--- config.mk ---
export PLATFORM = sky130hd
export DESIGN_NAME = http_request_header_parser_core
export DESIGN_NICKNAME = d
export VERILOG_FILES = /design/src/rtl/core/hrhp_pkg.sv /design/src/rtl/core/hrhp_outq.sv /design/src/rtl/core/http_request_header_parser_core.sv
export SDC_FILE = /design/constraint.sdc
export NUM_CORES = 1
export LEC_CHECK = 0
export BUFFER_PORTS_ARGS = -buffer_cell sky130_fd_sc_hd__buf_2
export CORE_MARGIN = 2
export CORE_UTILIZATION = 35
export DETAILED_ROUTE_END_ITERATION = 8
export GPL_TIMING_DRIVEN = 0
export PLACE_DENSITY = 0.55
export SYNTH_ARGS = -nofsm -noshare
export SYNTH_HDL_FRONTEND = slang
export SYNTH_HIERARCHICAL = 1
export SYNTH_SLANG_ARGS = --single-unit
export TNS_END_PERCENT = 1
--- constraint.sdc ---
create_clock -name clk -period 17.7 [get_ports clk]
set_clock_uncertainty 0.1 [all_clocks]
set_input_delay 0.885 -clock clk [delete_from_list [all_inputs] [get_ports clk]]
set_output_delay 0.885 -clock clk [all_outputs]
set_load 0.005 [all_outputs]
--- src/rtl/core/hrhp_pkg.sv ---
`timescale 1ns / 1ps
package hrhp_pkg;

  localparam logic [1:0] KIND_LINE   = 2'd0;
  localparam logic [1:0] KIND_HEADER = 2'd1;
  localparam logic [1:0] KIND_BODY   = 2'd2;
  localparam logic [1:0] KIND_FINISH = 2'd3;

  localparam logic [1:0] METH_GET  = 2'd0;
  localparam logic [1:0] METH_POST = 2'd1;
  localparam logic [1:0] METH_HEAD = 2'd2;
  localparam logic [1:0] METH_UNK  = 2'd3;

  localparam logic [1:0] STAT_OK      = 2'd0;
  localparam logic [1:0] STAT_BADLINE = 2'd1;
  localparam logic [1:0] STAT_NOEOL   = 2'd2;

  localparam logic [7:0] CH_CR    = 8'h0d;
  localparam logic [7:0] CH_LF    = 8'h0a;
  localparam logic [7:0] CH_SP    = 8'h20;
  localparam logic [7:0] CH_COLON = 8'h3a;
  localparam logic [7:0] CH_DOT   = 8'h2e;

  typedef enum logic [3:0] {
    PH_LINE = 4'b0001,
    PH_HDR  = 4'b0010,
    PH_BODY = 4'b0100,
    PH_DONE = 4'b1000
  } phase_t;

  // method match: 0 start, 1..12 word*4+pos, 15 dead
  localparam logic [3:0] MM_DEAD = 4'd15;

  localparam logic [3:0] VS_MAJ1 = 4'd5;
  localparam logic [3:0] VS_MAJ  = 4'd6;
  localparam logic [3:0] VS_MIN1 = 4'd7;
  localparam logic [3:0] VS_MIN  = 4'd8;
  localparam logic [3:0] VS_END  = 4'd9;
  localparam logic [3:0] VS_BAD  = 4'd10;

  // one result record
  typedef struct packed {
    logic [1:0]  kind;
    logic [1:0]  meth;
    logic [7:0]  vmaj;
    logic [7:0]  vmin;
    logic [15:0] soff;
    logic [15:0] slen;
    logic [15:0] voff;
    logic [15:0] vlen;
    logic [4:0]  hidx;
    logic [1:0]  stat;
    logic        last;
  } rec_t;

  function automatic logic [7:0] acc_digit(input logic [7:0] acc, input logic [7:0] c);
    logic [11:0] v;
    v = {4'd0, acc} * 12'd10 + {4'd0, c - 8'h30};
    acc_digit = (v > 12'd255) ? 8'd255 : v[7:0];
  endfunction

  function automatic logic [7:0] meth_char(input logic [3:0] mm);
    case (mm)
      4'd1:    meth_char = "E";
      4'd2:    meth_char = "T";
      4'd5:    meth_char = "O";
      4'd6:    meth_char = "S";
      4'd7:    meth_char = "T";
      4'd9:    meth_char = "E";
      4'd10:   meth_char = "A";
      4'd11:   meth_char = "D";
      default: meth_char = 8'h00;
    endcase
  endfunction

  function automatic logic [1:0] meth_code(input logic [3:0] mm);
    case (mm)
      4'd3:    meth_code = METH_GET;
      4'd8:    meth_code = METH_POST;
      4'd12:   meth_code = METH_HEAD;
      default: meth_code = METH_UNK;
    endcase
  endfunction

  function automatic logic [7:0] http_char(input logic [3:0] vs);
    case (vs)
      4'd0:    http_char = "H";
      4'd1:    http_char = "T";
      4'd2:    http_char = "T";
      4'd3:    http_char = "P";
      4'd4:    http_char = "/";
      default: http_char = 8'h00;
    endcase
  endfunction

endpackage

--- src/rtl/core/hrhp_outq.sv ---
`timescale 1ns / 1ps
module hrhp_outq
  import hrhp_pkg::*;
(
  input  logic clk,
  input  logic rst_n,
  input  logic push_valid,
  output logic push_ready,
  input  logic [1:0] push_cnt,
  input  rec_t push_a,
  input  rec_t push_b,
  output logic pop_valid,
  input  logic pop_ready,
  output rec_t pop_data
);

  // four-entry record queue; accepts a group when two slots are free
  rec_t       mem_r [4];
  logic [1:0] wp_r, wp_nxt, rp_r, rp_nxt;
  logic [2:0] cnt_r, cnt_nxt;
  logic       push, pop;

  assign push_ready = (cnt_r <= 3'd2);
  assign push       = push_valid && push_ready;
  assign pop_valid  = (cnt_r != 3'd0);
  assign pop        = pop_valid && pop_ready;
  assign pop_data   = mem_r[rp_r];

  always_comb begin
    wp_nxt  = push ? wp_r + push_cnt : wp_r;
    rp_nxt  = pop ? rp_r + 2'd1 : rp_r;
    cnt_nxt = cnt_r + (push ? {1'b0, push_cnt} : 3'd0) - (pop ? 3'd1 : 3'd0);
  end

  always_ff @(posedge clk) begin
    if (!rst_n) begin
      wp_r  <= '0;
      rp_r  <= '0;
      cnt_r <= '0;
    end else begin
      wp_r  <= wp_nxt;
      rp_r  <= rp_nxt;
      cnt_r <= cnt_nxt;
    end
  end

  // record storage
  always_ff @(posedge clk) begin
    if (push && push_cnt != 2'd0) mem_r[wp_r] <= push_a;
    if (push && push_cnt == 2'd2) mem_r[wp_r + 2'd1] <= push_b;
  end

endmodule

--- src/rtl/core/http_request_header_parser_core.sv ---
`timescale 1ns / 1ps
// HTTP/1.1 request header parser. Takes one request byte per cycle and
// produces request-line, header, body-start and finish records. The parser
// state registers and the byte on the input port feed one pass of
// combinational logic that writes the byte's records into a four-entry queue
// at the accepting edge. With the result side ready a byte is accepted every
// cycle, and its records leave the queue in order behind any queued ahead. The
// queue takes a byte only while at least two slots are free, so result stalls
// hold off the input. A byte that causes two records (a line end together
// with last_byte) pushes both into the queue together.
module http_request_header_parser_core
  import hrhp_pkg::*;
#(
  parameter int URI_MAX     = 256,
  parameter int HEADER_MAX  = 32,
  parameter int OFFSET_BITS = 16
) (
  input  logic        clk,
  input  logic        rst_n,
  input  logic        in_valid,
  output logic        in_ready,
  input  logic [7:0]  in_data_byte,
  input  logic        in_last_byte,
  output logic        out_valid,
  input  logic        out_ready,
  output logic [1:0]  out_record_kind,
  output logic [1:0]  out_method_code,
  output logic [7:0]  out_http_major,
  output logic [7:0]  out_http_minor,
  output logic [15:0] out_span_offset,
  output logic [15:0] out_span_length,
  output logic [15:0] out_value_offset,
  output logic [15:0] out_value_length,
  output logic [4:0]  out_header_index,
  output logic [1:0]  out_status,
  output logic        out_last_of_run
);

  localparam int OB = OFFSET_BITS;
  localparam logic [OB-1:0] OFF_MAX = {OB{1'b1}};
  localparam logic [OB-1:0] ULIM = OB'(URI_MAX - 1);

  // parser state
  phase_t        phase_r, phase_nxt;
  logic [OB-1:0] boff_r, boff_nxt;
  logic [1:0]    tcnt_r, tcnt_nxt, ctok_r, ctok_nxt;
  logic          intok_r, intok_nxt;
  logic [3:0]    mm_r, mm_nxt, vs_r, vs_nxt;
  logic [OB-1:0] ustart_r, ustart_nxt, ulen_r, ulen_nxt;
  logic [7:0]    maj_r, maj_nxt, min_r, min_nxt;
  logic [OB-1:0] lstart_r, lstart_nxt, colon_r, colon_nxt, vstart_r, vstart_nxt;
  logic          cseen_r, cseen_nxt, skip_r, skip_nxt, nonempty_r, nonempty_nxt;
  logic [5:0]    hcnt_r, hcnt_nxt;
  logic          pcr_r, pcr_nxt, bvalid_r, bvalid_nxt;
  logic [OB-1:0] body_r, body_nxt;
  logic          err_r, err_nxt;

  logic [1:0] q_cnt;
  rec_t       rec_a, rec_b, q_out;
  logic       q_ready, acc;

  assign in_ready = q_ready;
  assign acc      = in_valid && q_ready;

  function automatic logic [OB-1:0] sinc(input logic [OB-1:0] v);
    sinc = (v == OFF_MAX) ? v : v + 1'b1;
  endfunction

  function automatic logic [15:0] lo16(input logic [OB-1:0] v);
    logic [47:0] w;
    w = 48'(v);
    lo16 = w[15:0];
  endfunction

  // single-pass next state and records for one byte
  always_comb begin
    logic [OB-1:0] pos, cpos, fpos, total;
    logic [7:0]    c, fc;
    logic          do_feed, dig, sp, reset_all;
    rec_t          r, fin;
    logic [1:0]    n;

    phase_nxt = phase_r; boff_nxt = boff_r; tcnt_nxt = tcnt_r; ctok_nxt = ctok_r;
    intok_nxt = intok_r; mm_nxt = mm_r; vs_nxt = vs_r; ustart_nxt = ustart_r;
    ulen_nxt = ulen_r; maj_nxt = maj_r; min_nxt = min_r; lstart_nxt = lstart_r;
    colon_nxt = colon_r; vstart_nxt = vstart_r; cseen_nxt = cseen_r;
    skip_nxt = skip_r; nonempty_nxt = nonempty_r; hcnt_nxt = hcnt_r;
    pcr_nxt = pcr_r; bvalid_nxt = bvalid_r; body_nxt = body_r; err_nxt = err_r;
    c = in_data_byte; pos = boff_r;
    cpos = (pos != '0) ? pos - 1'b1 : '0;
    r = '0; fin = '0; n = 2'd0;
    do_feed = 1'b0; fc = c; fpos = pos;
    total = sinc(pos);
    reset_all = 1'b0;

    if (phase_r == PH_LINE || phase_r == PH_HDR) begin
      if (pcr_r && c == CH_LF) begin
        pcr_nxt = 1'b0;
        if (phase_r == PH_LINE) begin
          if (tcnt_r == 2'd3 && (vs_r == VS_MIN || vs_r == VS_END)) begin
            r.kind = KIND_LINE; r.meth = meth_code(mm_r);
            r.vmaj = maj_r; r.vmin = min_r;
            r.soff = lo16(ustart_r); r.slen = lo16(ulen_r);
            n = 2'd1;
            phase_nxt = PH_HDR;
            lstart_nxt = sinc(pos); cseen_nxt = 1'b0; colon_nxt = '0;
            vstart_nxt = '0; skip_nxt = 1'b0; nonempty_nxt = 1'b0;
          end else begin
            err_nxt = 1'b1; phase_nxt = PH_DONE;
          end
        end else if (!nonempty_r) begin
          bvalid_nxt = 1'b1; body_nxt = sinc(pos);
          r.kind = KIND_BODY; r.soff = lo16(sinc(pos));
          n = 2'd1;
          phase_nxt = PH_BODY;
        end else begin
          if (cseen_r && {26'd0, hcnt_r} < 32'(HEADER_MAX)) begin
            r.kind = KIND_HEADER; r.soff = lo16(lstart_r);
            r.slen = lo16((colon_r > lstart_r) ? colon_r - lstart_r : '0);
            r.voff = lo16(vstart_r);
            r.vlen = lo16((cpos > vstart_r) ? cpos - vstart_r : '0);
            r.hidx = hcnt_r[4:0];
            n = 2'd1;
            hcnt_nxt = hcnt_r + 6'd1;
          end
          lstart_nxt = sinc(pos); cseen_nxt = 1'b0; colon_nxt = '0;
          vstart_nxt = '0; skip_nxt = 1'b0; nonempty_nxt = 1'b0;
        end
      end else if (pcr_r) begin
        // held CR is content; only a CR then CR keeps one pending
        pcr_nxt = (c == CH_CR);
        do_feed = 1'b1; fc = CH_CR; fpos = cpos;
      end else if (c == CH_CR) begin
        pcr_nxt = 1'b1;
      end else begin
        do_feed = 1'b1;
      end
    end

    // a lone CR followed by a normal byte feeds both; lines have no CR
    // sensitivity in content so feed the CR then the byte
    if (do_feed) begin
      for (int k = 0; k < 2; k++) begin
        logic       go;
        logic [7:0] ch;
        logic [OB-1:0] p;
        go = (k == 0) ? 1'b1 : (pcr_r && c != CH_CR);
        ch = (k == 0) ? fc : c;
        p  = (k == 0) ? fpos : pos;
        dig = (ch >= "0" && ch <= "9");
        sp  = (ch == CH_SP);
        if (go && phase_r == PH_LINE) begin
          if (sp) begin
            intok_nxt = 1'b0;
          end else begin
            if (!intok_nxt) begin
              intok_nxt = 1'b1;
              if (tcnt_nxt != 2'd3) begin
                ctok_nxt = tcnt_nxt; tcnt_nxt = tcnt_nxt + 2'd1;
              end else begin
                ctok_nxt = 2'd3;
              end
              if (ctok_nxt == 2'd1) begin
                ustart_nxt = p; ulen_nxt = '0;
              end
            end
            case (ctok_nxt)
              2'd0: begin
                if (mm_nxt == 4'd0) begin
                  mm_nxt = (ch == "G") ? 4'd1 : (ch == "P") ? 4'd5 :
                           (ch == "H") ? 4'd9 : MM_DEAD;
                end else if (mm_nxt != MM_DEAD) begin
                  mm_nxt = (meth_char(mm_nxt) != 8'h00 && ch == meth_char(mm_nxt)) ?
                           mm_nxt + 4'd1 : MM_DEAD;
                end
              end
              2'd1: begin
                if (ulen_nxt < ULIM) ulen_nxt = ulen_nxt + 1'b1;
              end
              2'd2: begin
                if (vs_nxt < 4'd5) begin
                  vs_nxt = (ch == http_char(vs_nxt)) ? vs_nxt + 4'd1 : VS_BAD;
                end else if (vs_nxt == VS_MAJ1) begin
                  if (dig) begin maj_nxt = acc_digit(maj_nxt, ch); vs_nxt = VS_MAJ; end
                  else vs_nxt = VS_BAD;
                end else if (vs_nxt == VS_MAJ) begin
                  if (dig) maj_nxt = acc_digit(maj_nxt, ch);
                  else vs_nxt = (ch == CH_DOT) ? VS_MIN1 : VS_BAD;
                end else if (vs_nxt == VS_MIN1) begin
                  if (dig) begin min_nxt = acc_digit(min_nxt, ch); vs_nxt = VS_MIN; end
                  else vs_nxt = VS_BAD;
                end else if (vs_nxt == VS_MIN) begin
                  if (!dig) vs_nxt = VS_END;
                  else min_nxt = acc_digit(min_nxt, ch);
                end
              end
              default: ;
            endcase
          end
        end else if (go && phase_r == PH_HDR) begin
          nonempty_nxt = 1'b1;
          if (!cseen_nxt && ch == CH_COLON) begin
            cseen_nxt = 1'b1; colon_nxt = p; vstart_nxt = sinc(p); skip_nxt = 1'b1;
          end else if (skip_nxt) begin
            if (sp) vstart_nxt = sinc(p);
            else skip_nxt = 1'b0;
          end
        end
      end
    end

    boff_nxt = sinc(pos);

    // finish record
    if (in_last_byte) begin
      fin.kind = KIND_FINISH;
      fin.stat = (phase_nxt == PH_DONE) ? (err_nxt ? STAT_BADLINE : STAT_OK) :
                 (phase_nxt == PH_LINE) ? STAT_NOEOL : STAT_OK;
      if (bvalid_nxt) begin
        fin.soff = lo16(body_nxt);
        fin.slen = lo16((total > body_nxt) ? total - body_nxt : '0);
      end
      fin.last = 1'b1;
      reset_all = 1'b1;
      if (n == 2'd0) begin
        rec_a = fin; rec_b = '0; q_cnt = 2'd1;
      end else begin
        rec_a = r; rec_b = fin; q_cnt = 2'd2;
      end
    end else begin
      r.last = 1'b1;
      rec_a = r; rec_b = '0; q_cnt = n;
    end

    if (reset_all) begin
      phase_nxt = PH_LINE; boff_nxt = '0; tcnt_nxt = '0; ctok_nxt = '0;
      intok_nxt = 1'b0; mm_nxt = '0; vs_nxt = '0; ustart_nxt = '0; ulen_nxt = '0;
      maj_nxt = '0; min_nxt = '0; lstart_nxt = '0; colon_nxt = '0; vstart_nxt = '0;
      cseen_nxt = 1'b0; skip_nxt = 1'b0; nonempty_nxt = 1'b0; hcnt_nxt = '0;
      pcr_nxt = 1'b0; bvalid_nxt = 1'b0; body_nxt = '0; err_nxt = 1'b0;
    end
  end

  // state registers
  always_ff @(posedge clk) begin
    if (!rst_n) begin
      phase_r <= PH_LINE; boff_r <= '0; tcnt_r <= '0; ctok_r <= '0;
      intok_r <= 1'b0; mm_r <= '0; vs_r <= '0; ustart_r <= '0; ulen_r <= '0;
      maj_r <= '0; min_r <= '0; lstart_r <= '0; colon_r <= '0; vstart_r <= '0;
      cseen_r <= 1'b0; skip_r <= 1'b0; nonempty_r <= 1'b0; hcnt_r <= '0;
      pcr_r <= 1'b0; bvalid_r <= 1'b0; body_r <= '0; err_r <= 1'b0;
    end else if (acc) begin
      phase_r <= phase_nxt; boff_r <= boff_nxt; tcnt_r <= tcnt_nxt;
      ctok_r <= ctok_nxt; intok_r <= intok_nxt; mm_r <= mm_nxt; vs_r <= vs_nxt;
      ustart_r <= ustart_nxt; ulen_r <= ulen_nxt; maj_r <= maj_nxt; min_r <= min_nxt;
      lstart_r <= lstart_nxt; colon_r <= colon_nxt; vstart_r <= vstart_nxt;
      cseen_r <= cseen_nxt; skip_r <= skip_nxt; nonempty_r <= nonempty_nxt;
      hcnt_r <= hcnt_nxt; pcr_r <= pcr_nxt; bvalid_r <= bvalid_nxt;
      body_r <= body_nxt; err_r <= err_nxt;
    end
  end

  // record queue
  hrhp_outq u_outq (
    .clk        (clk),
    .rst_n      (rst_n),
    .push_valid (in_valid),
    .push_ready (q_ready),
    .push_cnt   (q_cnt),
    .push_a     (rec_a),
    .push_b     (rec_b),
    .pop_valid  (out_valid),
    .pop_ready  (out_ready),
    .pop_data   (q_out)
  );

  assign out_record_kind   = q_out.kind;
  assign out_method_code   = q_out.meth;
  assign out_http_major    = q_out.vmaj;
  assign out_http_minor    = q_out.vmin;
  assign out_span_offset   = q_out.soff;
  assign out_span_length   = q_out.slen;
  assign out_value_offset  = q_out.voff;
  assign out_value_length  = q_out.vlen;
  assign out_header_index  = q_out.hidx;
  assign out_status        = q_out.stat;
  assign out_last_of_run   = q_out.last;

endmodule

==> results_dict.tcl <==
set metrics [dict create \
    synth_area_um2 35300 \
    min_path_cells 2 \
    drive_gt1_frac 0.220 \
    max-vdd-ir-drop_v 0.0000707 \
    reg2reg_depth 30 \
    slew_viol_final 0 \
    p_per_area_nw_per_um2 86.2 \
    fp-row-count 116 \
    worstPathMaxFanout 10 \
    fin_crit_sh 0.524 \
    worstHoldEndpoint "skip_r" \
    grt_max_degree 23 \
    post-route-min-period_ps 9280 \
    io_buffers 105 \
    cts.repair.resized 0 \
    cpMostUsedCell "ha_1" \
    drtAntennaViolNets 0 \
    routed_wl_mm 115 \
    cpPeakStageDelay_ps 600 \
    yosys_warnings 6 \
    timing.rr.end "min_r[4]" \
    r2r_start "pcr_r" \
    clk_pin_slew_worst_paths_ps 60 \
    grt_pass1_wl_mm 173 \
    min_from "skip_r" \
    grt_pass1_vias 27100 \
    stdcell_count 5035 \
    first_pass_iters 9 \
    htree_num_levels 2 \
    grtUsageTotal 0.219 \
    worstPathRequired_ps 18140 \
    cp-end-kind "flip-flop" \
    gp_congestion 0.990 \
    hold_viol_final 0 \
    clock_path_buffers 3 \
    rsz0062_at_grt "no" \
    area_delta_synth_final_pct 16.2 \
    dieHeight_um 322 \
    ys_types 115 \
    finalSetupViolations 0 \
    die_w_um 322 \
    async_reset_ff_frac 0 \
    synth_seq_area_share 0.410 \
    vias 27700 \
    wl_per_cell_um 22.8 \
    drtIter0Drc 2849 \
    cts_setup_buffers 0 \
    gr-total-overflow 0 \
    tritoncts "built" \
    cap_viol_max_count 0 \
    arrival_ps 9720 \
    dp.cells 4920 \
    max_freq_ghz 0.108 \
    antenna_found_initial 6 \
    synth_ff_type "edfxtp_1" \
    syn_inst 3263 \
    start_util 0.353 \
    core_area_um2 100000 \
    fin_nets 3866 \
    r2r_slack_ps 8510 \
    cts-buffers-inserted 59 \
    syn_area_per_cell_um2 10.8 \
    max_slew_margin 0.152 \
    die-area_um2 103000 \
    max_slew.worst_pin.slew_ps 1260 \
    outcome "finished clean" \
    ys_seq_elements 540 \
    tns_ps 0 \
    place_hpwl_mm 87.1 \
    hp-class "flip-flop to flip-flop" \
    insertion_delay_ps 650 \
    crit_type "primary input to flip-flop" \
    worst_setup_path_start_kind "primary input" \
    postLayoutCoreUtil 0.410 \
    p_leak_nw 16.3 \
    clock_sinks 540 \
    cts_root_buf "clkbuf_16" \
    cp_slowest_cell "a21oi_1" \
    ios 107 \
    synth_edf_count 368 \
    drc 0 \
    vias_per_cell 5.50 \
    nFillCells 9669 \
    holdWs_ps 368 \
    cts_hold_buffers 0 \
]
-- logic make-up (layout without fill, tap and decap cells) --
logic type,Yosys count,after routing,synth area share
AO/OA/AOI/OAI,717,717,0.136
XOR/XNOR,128,128,0.0317
adder cells (fa/ha/maj),173,173,0.0636
buffers and inverters,343,587,0.0431
flip-flops,540,540,0.410
multiplexers,497,497,0.195
other,1,231,0.000106
AND/OR/NAND/NOR,864,864,0.120
-- registers in the layout (all words and copies together) (netlist names), 3 cells and up, named ones only --
register	cells
phase_r	4
colon_r	16
hcnt_r	6
ulen_r	16
vs_r	4
min_r	8
lstart_r	16
u_outq/cnt_r	3
vstart_r	16
boff_r	16
u_outq/mem_r	368
body_r	16
mm_r	4
maj_r	8
ustart_r	16
-- worst max-delay path, delay by kind of cell --
family,cells,cell delay [ps]
mux,1,60
simple gates,8,1990
compound gates,11,3560
fa+ha+maj,6,2000
buf+inv,5,1190
-- power by group --
part	internal [mW]	switching (mW)	leakage (nW)
logic	0.340	0.499	10.3
clock network	0.739	0.547	0.975
registers	1.39	0.0205	4.97
-- layout make-up --
type | instances | area (um2) | area share
Multi-Input combinational cell | 2607 | 20200 | 0.493
Sequential cell | 540 | 14500 | 0.353
Clock buffer | 86 | 1770 | 0.0432
Tap cell | 1298 | 1620 | 0.0396
Timing Repair Buffer | 132 | 1140 | 0.0279
Buffer | 189 | 943 | 0.0230
Inverter | 154 | 578 | 0.0141
Clock inverter | 26 | 241 | 0.00589
Antenna cell | 3 | 7.51 | 0.000183
-- metal layers --
metal	vias to the layer above	global-route usage	wire, um
met5	-	0	0
met4	0	0.0712	3800
met3	202	0.0318	7310
met2	928	0.357	52900
met1	13600	0.298	50700
li1	12900	-	-
-- cells in the mapped netlist, types with 42 or more instances --
master / instances / share of area
buf_2: 52 / 0.0074
clkbuf_1: 112 / 0.012
a22oi_1: 53 / 0.011
dfxtp_1: 172 / 0.098
nand3_1: 42 / 0.0060
edfxtp_1: 368 / 0.31
o21ai_0: 111 / 0.016
ha_1: 158 / 0.056
nand2_1: 182 / 0.019
nor2_1: 314 / 0.033
inv_1: 151 / 0.016
nor3_1: 66 / 0.0094
xnor2_1: 84 / 0.021
a21oi_1: 186 / 0.026
o22ai_1: 51 / 0.0090
a21o_1: 50 / 0.011
mux4_2: 92 / 0.059
mux2_4: 80 / 0.034
mux2_2: 295 / 0.094
xor2_1: 44 / 0.011
and2_1: 43 / 0.0076
-- per-stage QoR --
step / total power, mW / worst slack [ps] / area, um2
3_5_place_dp: 2.28 / 7700 / 39000
3_3_place_gp: 2.27 / 42.0 / 38300
6_report: 3.53 / 8420 / 41000
2_1_floorplan: 1.96 / 7750 / 36200
4_1_cts: 3.56 / 8350 / 41000
5_1_grt: 3.68 / 7600 / 41000
-- worst max path at each step --
stage / startpoint / slack, ps / endpoint / cells past startpoint
CTS: in_data_byte[4] / 8350 / maj_r[4] / 31
global route: in_data_byte[4] / 7600 / min_r[4] / 32
finish: in_data_byte[4] / 8420 / min_r[4] / 31
floorplan: in_data_byte[4] / 7750 / u_outq/mem_r[1][0] / 9
global placement: in_data_byte[4] / 40 / u_outq/mem_r[3][35] / 10
detailed placement: in_data_byte[4] / 7700 / maj_r[4] / 31
-- layout by cell type, fill, tap and decap left out, types with 151 or more instances in the layout --
| cell type | instances |
|---|---|
| a21oi_1 | 184 |
| edfxtp_1 | 368 |
| inv_1 | 151 |
| conb_1 | 228 |
| nand2_1 | 182 |
| mux2_2 | 295 |
| ha_1 | 158 |
| dfxtp_1 | 172 |
| buf_2 | 157 |
| nor2_1 | 314 |
No activity file was read; power rests on OpenSTA's default activity.
